File: config.mk
export PLATFORM = sky130hd
export DESIGN_NAME = grd_div
export DESIGN_NICKNAME = d
export VERILOG_FILES = /design/src/sv/grd_pkg.sv /design/src/sv/grd_div.sv
export SDC_FILE = /design/constraint.sdc
export NUM_CORES = 1
export LEC_CHECK = 0
export BUFFER_PORTS_ARGS = -buffer_cell sky130_fd_sc_hd__buf_2
export CAP_MARGIN = 10
export CORE_MARGIN = 10
export CORE_UTILIZATION = 45
export CTS_BUF_LIST = sky130_fd_sc_hd__clkbuf_8
export CTS_CLUSTER_DIAMETER = 30
export DETAILED_ROUTE_END_ITERATION = 6
export GPL_ROUTABILITY_DRIVEN = 1
export MAX_ROUTING_LAYER = met4
export PLACE_DENSITY = 0.65
export SLEW_MARGIN = 20
export SYNTH_ARGS = -nofsm -noshare
export SYNTH_HDL_FRONTEND = slang
export SYNTH_SLANG_ARGS = --single-unit
File: constraint.sdc
create_clock -name clock -period 2.9 [get_ports clock]
set_input_delay 0.725 -clock clock [delete_from_list [all_inputs] [get_ports clock]]
set_output_delay 0.725 -clock clock [all_outputs]
set_load 0.02 [all_outputs]
File: src/sv/grd_pkg.sv
// Shared types and constants for the generator ramp dispatch model.
`default_nettype none
package grd_pkg;

   localparam logic [2:0] OP_DISPATCH = 3'd0;
   localparam logic [2:0] OP_WEATHER  = 3'd1;
   localparam logic [2:0] OP_ADD_FUEL = 3'd2;
   localparam logic [2:0] OP_SET_FUEL = 3'd3;

   localparam logic [2:0] REG_CAPACITY   = 3'd0;
   localparam logic [2:0] REG_MIN_STABLE = 3'd1;
   localparam logic [2:0] REG_RAMP_STEP  = 3'd2;
   localparam logic [2:0] REG_HEAT_RATE  = 3'd3;
   localparam logic [2:0] REG_PLANT_MODE = 3'd4;
   localparam logic [2:0] REG_TRIP_FLAG  = 3'd5;

   localparam logic [1:0] MODE_DISPATCH = 2'd0;
   localparam logic [1:0] MODE_WIND     = 2'd1;
   localparam logic [1:0] MODE_SOLAR    = 2'd2;

   localparam logic [15:0] WIND_CUT_IN  = 16'd768;
   localparam logic [15:0] WIND_RATED   = 16'd3072;
   localparam logic [15:0] WIND_CUT_OUT = 16'd6400;
   // span^3 = 729 * 2^24, the power of two is taken as a shift
   localparam logic [16:0] WIND_DIV     = 17'd729;
   localparam logic [16:0] SOLAR_DIV    = 17'd1000;
   // 83886080 = 5 * 2^24
   localparam logic [16:0] BURN_DIV     = 17'd5;
   localparam logic [16:0] FRAC_ONE     = 17'h10000;
   localparam logic [19:0] BURN_BASE    = 20'd393216;
   localparam logic [21:0] BURN_MAX     = 22'h3FFFFF;
   localparam logic [15:0] MIN_DENOM    = 16'd16;
   localparam logic [31:0] FUEL_RESET   = 32'd16000;

   typedef struct packed {
      logic        start;
      logic [31:0] dividend;
      logic [16:0] divisor;
   } div_req_type;

   typedef struct packed {
      logic        done;
      logic [31:0] quotient;
   } div_rsp_type;

endpackage
`default_nettype wire

File: src/sv/grd_div.sv
// Restoring divider, one quotient bit per cycle, 32-bit dividend.
`default_nettype none
module grd_div (
   input  wire logic               clock,
   input  wire logic               reset,
   input  wire grd_pkg::div_req_type req,
   output      grd_pkg::div_rsp_type rsp
);
   logic        busy_ff, busy_in;
   logic        done_ff, done_in;
   logic [4:0]  cnt_ff, cnt_in;
   logic [16:0] rem_ff, rem_in;
   logic [31:0] quo_ff, quo_in;
   logic [16:0] den_ff, den_in;
   logic [17:0] trial;

   always_comb begin
      busy_in = busy_ff;
      done_in = 1'b0;
      cnt_in  = cnt_ff;
      rem_in  = rem_ff;
      quo_in  = quo_ff;
      den_in  = den_ff;
      trial   = {rem_ff, quo_ff[31]};
      if (req.start) begin
         busy_in = 1'b1;
         cnt_in  = 5'd0;
         rem_in  = 17'd0;
         quo_in  = req.dividend;
         den_in  = req.divisor;
      end else if (busy_ff) begin
         if (trial >= {1'b0, den_ff}) begin
            rem_in = 17'(trial - {1'b0, den_ff});
            quo_in = {quo_ff[30:0], 1'b1};
         end else begin
            rem_in = trial[16:0];
            quo_in = {quo_ff[30:0], 1'b0};
         end
         cnt_in = cnt_ff + 5'd1;
         if (cnt_ff == 5'd31) begin
            busy_in = 1'b0;
            done_in = 1'b1;
         end
      end
   end

   always_ff @(posedge clock) begin
      if (reset) begin
         busy_ff <= 1'b0;
         done_ff <= 1'b0;
         cnt_ff  <= 5'd0;
      end else begin
         busy_ff <= busy_in;
         done_ff <= done_in;
         cnt_ff  <= cnt_in;
      end
      rem_ff <= rem_in;
      quo_ff <= quo_in;
      den_ff <= den_in;
   end

   assign rsp.done     = done_ff;
   assign rsp.quotient = quo_ff;
endmodule
`default_nettype wire

==> summary.md, run 1 <==
| Metric | Value |
|---|---|
| Worst hold-check slack | `497 ps` |
| EDFF count, synth | `49` |
| Setup crit end kind | `register` |
| Worst-margin pin slew | `484 ps` |
| Fmax achieved | `386 MHz` |
| Wire length per cell | `16.5 um` |
| Buffers and inverters on the worst path | `3` |
| Met1 wire length | `3990 um` |
| Standard-cell rows | `33` |
| Static power due to leakage | `1.94 nW` |
| Pin count of the biggest net entering global routing | `33` |
| Dpl hpwl | `6830 um` |
| Max Cap Violations | `0` |
| Arrival time of data at the critical path endpoint | `2850 ps` |
| Clock tree root buffer cell | `sky130_fd_sc_hd__clkbuf_8` |
| Post-layout utilization of the core | `56.0%` |
| Sinks on Clock Net | `73` |
| Final critical-path required period | `2590 ps` |
| Synthesized flop and latch total | `73` |
| # DRC | `0` |
| Post-Synthesis Cells | `344` |
| Met3 wire len | `843 um` |
| Aggregate negative setup slack | `0 ps` |
| Top_reg_cell synth | `sky130_fd_sc_hd__edfxtp_1` |
| Final hold violation count | `0` |
| GRT overflow | `0` |
| Average via count per standard cell | `5.44` |
| Final setup skew | `11.5 ps` |
| Total power density per cell area | `582 nW/um^2` |
| Top cell type by total area after synthesis | `sky130_fd_sc_hd__edfxtp_1` |
| Via count of the first global-routing pass | `3,066` |
| Path class of the lowest-slack min-delay path | `reg2reg` |
| Area share of the largest cell type after synthesis | `37.9%` |
| Routed wire length | `8940 um` |
| CTS tree | `built` |
| Share of synthesized area occupied by flip-flops and latches | `50.2%` |
| Highest-count cells in the layout ignoring fill and taps | `sky130_fd_sc_hd__buf_2, sky130_fd_sc_hd__edfxtp_1, sky130_fd_sc_hd__mux2_2` |
| Slowest cell on the critical path | `sky130_fd_sc_hd__fa_1` |
| Avg Synthesized Cell Area | `11.3 um^2` |
| Final nets | `504` |
| Share of final-layout standard cells stronger than drive strength 1 | `34.8%` |
| Top layer in use | `met4` |
| Placement Setup Slack | `163 ps` |
| Deepest level of the CTS H-tree | `3` |
| Critical path fanouts, max | `6` |
| RSZ-0062 raised after global routing | `no` |
| Overall die width | `113 um` |
| Element type at the critical path start | `register` |
| Count of pins over their slew limit | `0` |
| Category of cells accounting for the largest share of critical-path delay | `compound AO/OA/AOI/OAI gates` |
| Mapped cell area | `3890 um^2` |
| RePlAce Congestion | `0.880` |
| Routed Antenna Nets | `0` |
| Fraction of registers with async set or reset after synthesis | `0%` |
| Worst vdd rail ir drop | `0.329 mV` |
| I/O pin count | `85` |
| Crit-path most repeated cell | `sky130_fd_sc_hd__inv_1` |
| Headroom to the max-slew limit | `67.5%` |
| Setup slack after layout | `307 ps` |
| Data required, critical path | `3160 ps` |
| Length of the first detailed-routing pass in iterations | `4` |
| Routed wl met2 | `3980 um` |
| Maximum number of buffers from clock root to sink | `2` |
| Post-CTS setup buffers | `0` |
| Worst path max stage delay | `430 ps` |
| Count of endpoints failing setup in the final report | `0` |
| CORE AREA | `8300 um^2` |
| Count of cell types in the netlist | `56` |
| Clock buffers created by TritonCTS | `9` |
| Commonest non-fill, non-tap cell in the layout | `sky130_fd_sc_hd__buf_2` |
| Critical path, cell by cell | `inv_1, ha_1, inv_1, fa_1, a211oi_2, o21a_2, o22ai_2, a21o_1, buf_4, mux2i_1, a211oi_1` |
| Total nets after synthesis | `416` |
| Global-route wire length before repair | `14,700 um` |
| Final worst path period share | `89.4%` |
| Largest cells by area after synthesis | `sky130_fd_sc_hd__edfxtp_1, sky130_fd_sc_hd__dfxtp_1, sky130_fd_sc_hd__mux2_2, sky130_fd_sc_hd__ha_1, sky130_fd_sc_hd__mux2i_1` |
| Startpoint-to-endpoint class of the critical path | `reg2reg` |
| Combined global-route utilization of all metal layers | `14.4%` |
| Minimum setup slack among reg-to-reg paths | `310 ps` |
| Total number of vias | `2,955` |
| Post-CTS clock slew at the launch and capture registers of the worst setup and hold paths | `80 ps` |
| Starting utilization of the core area | `46.8%` |
| Synthesis Warnings | `0` |
| Outcome | `complete, no violations` |
| Total Die Area | `12,800 um^2` |
| Area overhead of the layout relative to synthesis | `19.5%` |
| Initial drt markers | `107` |
| Number of antenna violations at the first check in global routing | `1` |
| Number of buffer cells added on primary ports | `84` |
| Height of the die | `113 um` |
| Clock latency of the later-clocked register in the worst-skew pair | `350 ps` |
## power by group
group | internal (mW) | total [mW] | switching, mW
registers | 1.22 | 1.26 | 0.0467
logic | 0.272 | 0.638 | 0.366
clock network | 0.398 | 0.803 | 0.406
## worst paths after layout
kind                                 from                      end  depth (start not counted)
setup / recovery     quo_ff[31]$_DFFE_PP_   rem_ff[1]$_SDFFE_PP0P_                         11
setup reg to reg     quo_ff[31]$_DFFE_PP_   rem_ff[1]$_SDFFE_PP0P_                         11
hold reg to reg   rem_ff[14]$_SDFFE_PP0P_  rem_ff[15]$_SDFFE_PP0P_                          2
hold / removal    rem_ff[14]$_SDFFE_PP0P_  rem_ff[15]$_SDFFE_PP0P_                          2
## sequential cells by signal, summed over array words and instances (netlist names)
name     count
rem_ff      17
cnt_ff       5
done_ff      1
busy_ff      1
den_ff      17
quo_ff      32
## cells by family after synthesis
group	Yosys count	synth area share, %
mux	42	11.8
buf+inv	41	4.54
flops	73	50.2
fa+ha+maj	20	6.63
xor+xnor	12	2.70
simple gates	81	10.6
compound gates	75	13.5
## synthesized netlist by cell type (2+ instances only)
library cell / instances
sky130_fd_sc_hd__a311oi_1: 3
sky130_fd_sc_hd__or3_1: 4
sky130_fd_sc_hd__clkbuf_1: 11
sky130_fd_sc_hd__buf_2: 3
sky130_fd_sc_hd__dfxtp_1: 24
sky130_fd_sc_hd__nor4_1: 2
sky130_fd_sc_hd__o21ai_0: 12
sky130_fd_sc_hd__a21oi_1: 17
sky130_fd_sc_hd__a211oi_1: 10
sky130_fd_sc_hd__buf_6: 2
sky130_fd_sc_hd__a21oi_2: 2
sky130_fd_sc_hd__nand4_1: 6
sky130_fd_sc_hd__nor2_1: 23
sky130_fd_sc_hd__o311ai_0: 3
sky130_fd_sc_hd__o31ai_1: 2
sky130_fd_sc_hd__ha_1: 19
sky130_fd_sc_hd__and3_1: 3
sky130_fd_sc_hd__xor2_1: 7
sky130_fd_sc_hd__nor3_1: 2
sky130_fd_sc_hd__nand4b_1: 3
sky130_fd_sc_hd__inv_1: 23
sky130_fd_sc_hd__xnor2_1: 5
sky130_fd_sc_hd__edfxtp_1: 49
sky130_fd_sc_hd__mux2i_1: 10
sky130_fd_sc_hd__nand2b_1: 4
sky130_fd_sc_hd__mux2_2: 32
sky130_fd_sc_hd__o21a_1: 3
sky130_fd_sc_hd__a21o_1: 5
sky130_fd_sc_hd__nand2_1: 21
sky130_fd_sc_hd__o211ai_1: 3
sky130_fd_sc_hd__or2_2: 2
sky130_fd_sc_hd__nand3_1: 5
## per-layer routing
layer / vias up / GRT usage [%]
li1: 1461 / -
met4: 0 / 6.09
met3: 11 / 5.60
met1: 1391 / 17.4
met5: - / -
met2: 92 / 21.0
## worst min-delay path, delay by kind of cell, from the launching register on
family / cells / cell delay, ps
flops: 1 / 330
compound gates: 1 / 70
simple gates: 1 / 60
## area by class of cell
type	instances	area, um^2
clock inverter	7	70.1
multi-input combinational	230	1760
inverter	23	86.3
fill	736	3650
tap	105	131
clock buffer	9	124
antenna	1	2.50
timing repair buffer	95	515
sequential	73	1950
## timing repair
item,4_1_cts,5_1_grt
resized for setup,0,2
hold buffers,0,0
endpoints found under the setup margin,0,9
## stage by stage
step	cells	total power, mW	area (um^2)
final	543	2.70	4650
after global routing	543	2.84	4650
after CTS	542	2.73	4640
after detailed placement	526	1.92	4440
after global placement	526	1.91	4440
after floorplan	344	1.73	3890
Power figures use the tool's default switching activity.
==> inputs of run 2 (changes only) <==
--- a/config.mk
+++ b/config.mk
@@ -5,16 +5,16 @@
 export SDC_FILE = /design/constraint.sdc
 export NUM_CORES = 1
 export LEC_CHECK = 0
-export BUFFER_PORTS_ARGS = -buffer_cell sky130_fd_sc_hd__buf_2
 export CAP_MARGIN = 10
 export CORE_MARGIN = 10
 export CORE_UTILIZATION = 45
 export CTS_BUF_LIST = sky130_fd_sc_hd__clkbuf_8
 export CTS_CLUSTER_DIAMETER = 30
 export DETAILED_ROUTE_END_ITERATION = 6
+export DONT_BUFFER_PORTS = 1
 export GPL_ROUTABILITY_DRIVEN = 1
 export MAX_ROUTING_LAYER = met4
-export PLACE_DENSITY = 0.65
+export PLACE_DENSITY = 0.57
 export SLEW_MARGIN = 20
 export SYNTH_ARGS = -nofsm -noshare
 export SYNTH_HDL_FRONTEND = slang
==> run 2 against run 1 <==
  * Sequential share of layout area is 4.2 points higher
  * Die area stayed put
  * Register-to-register slack worse by 70 ps
  * Setup slack worse by 72 ps
  * Wire length is 6.9% lower
  * Flip-flop and latch count stayed put
  * Largest power group unchanged
==> summary.md, run 2 (same netlist as run 1, synthesis figures left out) <==
| Metric | Value |
|---|---|
| Final hold violation count | `0` |
| Top layer in use | `met4` |
| Clock tree root buffer cell | `sky130_fd_sc_hd__clkbuf_8` |
| CTS tree | `built` |
| Post-CTS clock slew at the launch and capture registers of the worst setup and hold paths | `80 ps` |
| Final setup skew | `17.0 ps` |
| Minimum setup slack among reg-to-reg paths | `230 ps` |
| Dpl hpwl | `5900 um` |
| Data required, critical path | `3160 ps` |
| Fraction of power spent switching nets | `27.8%` |
| Wire length per cell | `18.4 um` |
| Max Cap Violations | `0` |
| Standard-cell rows | `33` |
| Aggregate negative setup slack | `0 ps` |
| Number of hold-repair buffers added at the cts stage | `0` |
| Routed wl met2 | `3680 um` |
| Length of the first detailed-routing pass in iterations | `4` |
| Count of placed standard cells including taps | `436` |
| Switching power total | `0.769 mW` |
| Headroom to the max-slew limit | `50.5%` |
| Number of buffer cells added on primary ports | `0` |
| CORE AREA | `8300 um^2` |
| Share of final-layout standard cells stronger than drive strength 1 | `18.2%` |
| Final worst path period share | `91.9%` |
| RePlAce Congestion | `0.866` |
| Part of the total power dissipated in sequential elements | `48.2%` |
| Met3 wire len | `750 um` |
| Post-layout utilization of the core | `50.9%` |
| Number of antenna violations at the first check in global routing | `0` |
| Path class of the lowest-slack min-delay path | `in2reg` |
| Starting utilization of the core area | `46.8%` |
| Clock buffers created by TritonCTS | `9` |
| Worst-margin pin slew | `743 ps` |
| Combined global-route utilization of all metal layers | `13.5%` |
| Area overhead of the layout relative to synthesis | `8.66%` |
| Via count of the first global-routing pass | `2,762` |
| Final cell count without fillers | `452` |
| Total power density per cell area | `656 nW/um^2` |
| Met1 wire length | `3770 um` |
| Worst vdd rail ir drop | `0.350 mV` |
| Cell area after layout | `4220 um^2` |
| Element type at the critical path start | `register` |
| Pin count of the biggest net entering global routing | `76` |
| Static power due to leakage | `1.61 nW` |
| I/O pin count | `85` |
| Height of the die | `113 um` |
| Final critical-path required period | `2670 ps` |
| Hold Path Sink | `busy_ff$_SDFF_PP0_` |
| Routed Antenna Nets | `0` |
| Pint | `2.00 mW` |
| Fmax achieved | `375 MHz` |
| Average via count per standard cell | `5.79` |
| Final nets | `414` |
| RSZ-0062 raised after global routing | `no` |
| Count of endpoints failing setup in the final report | `0` |
| R2r startpoint | `quo_ff[31]$_DFFE_PP_` |
| Worst Hold Path Cells | `1` |
| Deepest level of the CTS H-tree | `3` |
| Maximum number of buffers from clock root to sink | `2` |
| Power share of the clock group | `35.1%` |
| Outcome | `complete, no violations` |
| # DRC | `0` |
| Number of diodes | `0` |
| Commonest non-fill, non-tap cell in the layout | `sky130_fd_sc_hd__edfxtp_1` |
| Dpl cell area | `3970 um^2` |
| Comb power frac | `16.7%` |
| Global-route wire length before repair | `13,800 um` |
| Top register by number of flip-flops | `quo_ff` |
| GRT overflow | `0` |
| Sinks on Clock Net | `73` |
| Max reg flops | `32` |
| Highest-count cells in the layout ignoring fill and taps | `sky130_fd_sc_hd__edfxtp_1, sky130_fd_sc_hd__mux2_2, sky130_fd_sc_hd__inv_1, sky130_fd_sc_hd__dfxtp_1, sky130_fd_sc_hd__nor2_1` |
| Critical path fanouts, max | `9` |
| Total Die Area | `12,800 um^2` |
| Total number of vias | `2,617` |
| Count of pins over their slew limit | `0` |
| Setup crit end kind | `register` |
| Routed wire length | `8320 um` |
| Post-CTS resize count | `0` |
| Biggest regs | `quo_ff x32, den_ff x17, rem_ff x17` |
| Reg2Reg Capture Point | `rem_ff[12]$_SDFFE_PP0P_` |
| Number of cells on the worst reg-to-reg path | `11` |
| Overall Power | `2.77 mW` |
| Overall die width | `113 um` |
| Clock latency of the later-clocked register in the worst-skew pair | `350 ps` |
| Post-CTS setup buffers | `0` |
| Startpoint-to-endpoint class of the critical path | `reg2reg` |
| Initial drt markers | `139` |
| Hold_sp | `reset` |
| Arrival time of data at the critical path endpoint | `2920 ps` |
## run 2: routing by layer
layer,vias up,GRT usage [%]
met4,0,4.65
met5,-,-
li1,1284,-
met1,1240,16.0
met3,13,6.29
met2,80,19.9
## run 2: how the worst max path moves through the flow
stage,start,endpoint
after floorplan,quo_ff[31]$_DFFE_PP_,quo_ff[0]$_DFFE_PP_
after global placement,quo_ff[31]$_DFFE_PP_,rem_ff[10]$_SDFFE_PP0P_
after detailed placement,quo_ff[31]$_DFFE_PP_,rem_ff[4]$_SDFFE_PP0P_
after CTS,quo_ff[31]$_DFFE_PP_,rem_ff[4]$_SDFFE_PP0P_
after global routing,quo_ff[31]$_DFFE_PP_,rem_ff[12]$_SDFFE_PP0P_
final,quo_ff[31]$_DFFE_PP_,rem_ff[12]$_SDFFE_PP0P_
## run 2: stage by stage
stage	setup slack (ps)	hold slack [ps]
2_1_floorplan	243	467
3_3_place_gp	256	486
3_5_place_dp	157	497
4_1_cts	139	418
5_1_grt	42.7	421
6_report	234	437
## run 2: area by class of cell
| cell class | count | area [um^2] |
|---|---|---|
| inverter | 23 | 86.3 |
| timing repair buffer | 5 | 37.5 |
| tap | 105 | 131 |
| fill | 730 | 4080 |
| clock inverter | 7 | 120 |
| clock buffer | 9 | 124 |
| sequential | 73 | 1950 |
| multi-input combinational | 230 | 1770 |
## run 2: critical path, stage by stage, from the launching register on
cell and delay [ps]:
sky130_fd_sc_hd__edfxtp_1 390, sky130_fd_sc_hd__inv_1 100, sky130_fd_sc_hd__ha_1 160, sky130_fd_sc_hd__inv_1 50, sky130_fd_sc_hd__fa_1 430, sky130_fd_sc_hd__a211oi_2 270, sky130_fd_sc_hd__o21a_2 200, sky130_fd_sc_hd__o22ai_2 130
sky130_fd_sc_hd__a21o_1 280, sky130_fd_sc_hd__buf_4 210, sky130_fd_sc_hd__mux2i_1 130, sky130_fd_sc_hd__a211oi_1 240
## run 2: power by group through the flow
stage	Clock, mW	Combinational [mW]	Sequential (mW)
2_1_floorplan	0	0.388	1.34
3_3_place_gp	0	0.456	1.36
3_5_place_dp	0	0.457	1.36
4_1_cts	1.00	0.459	1.34
5_1_grt	1.04	0.526	1.35
6_report	0.972	0.462	1.33
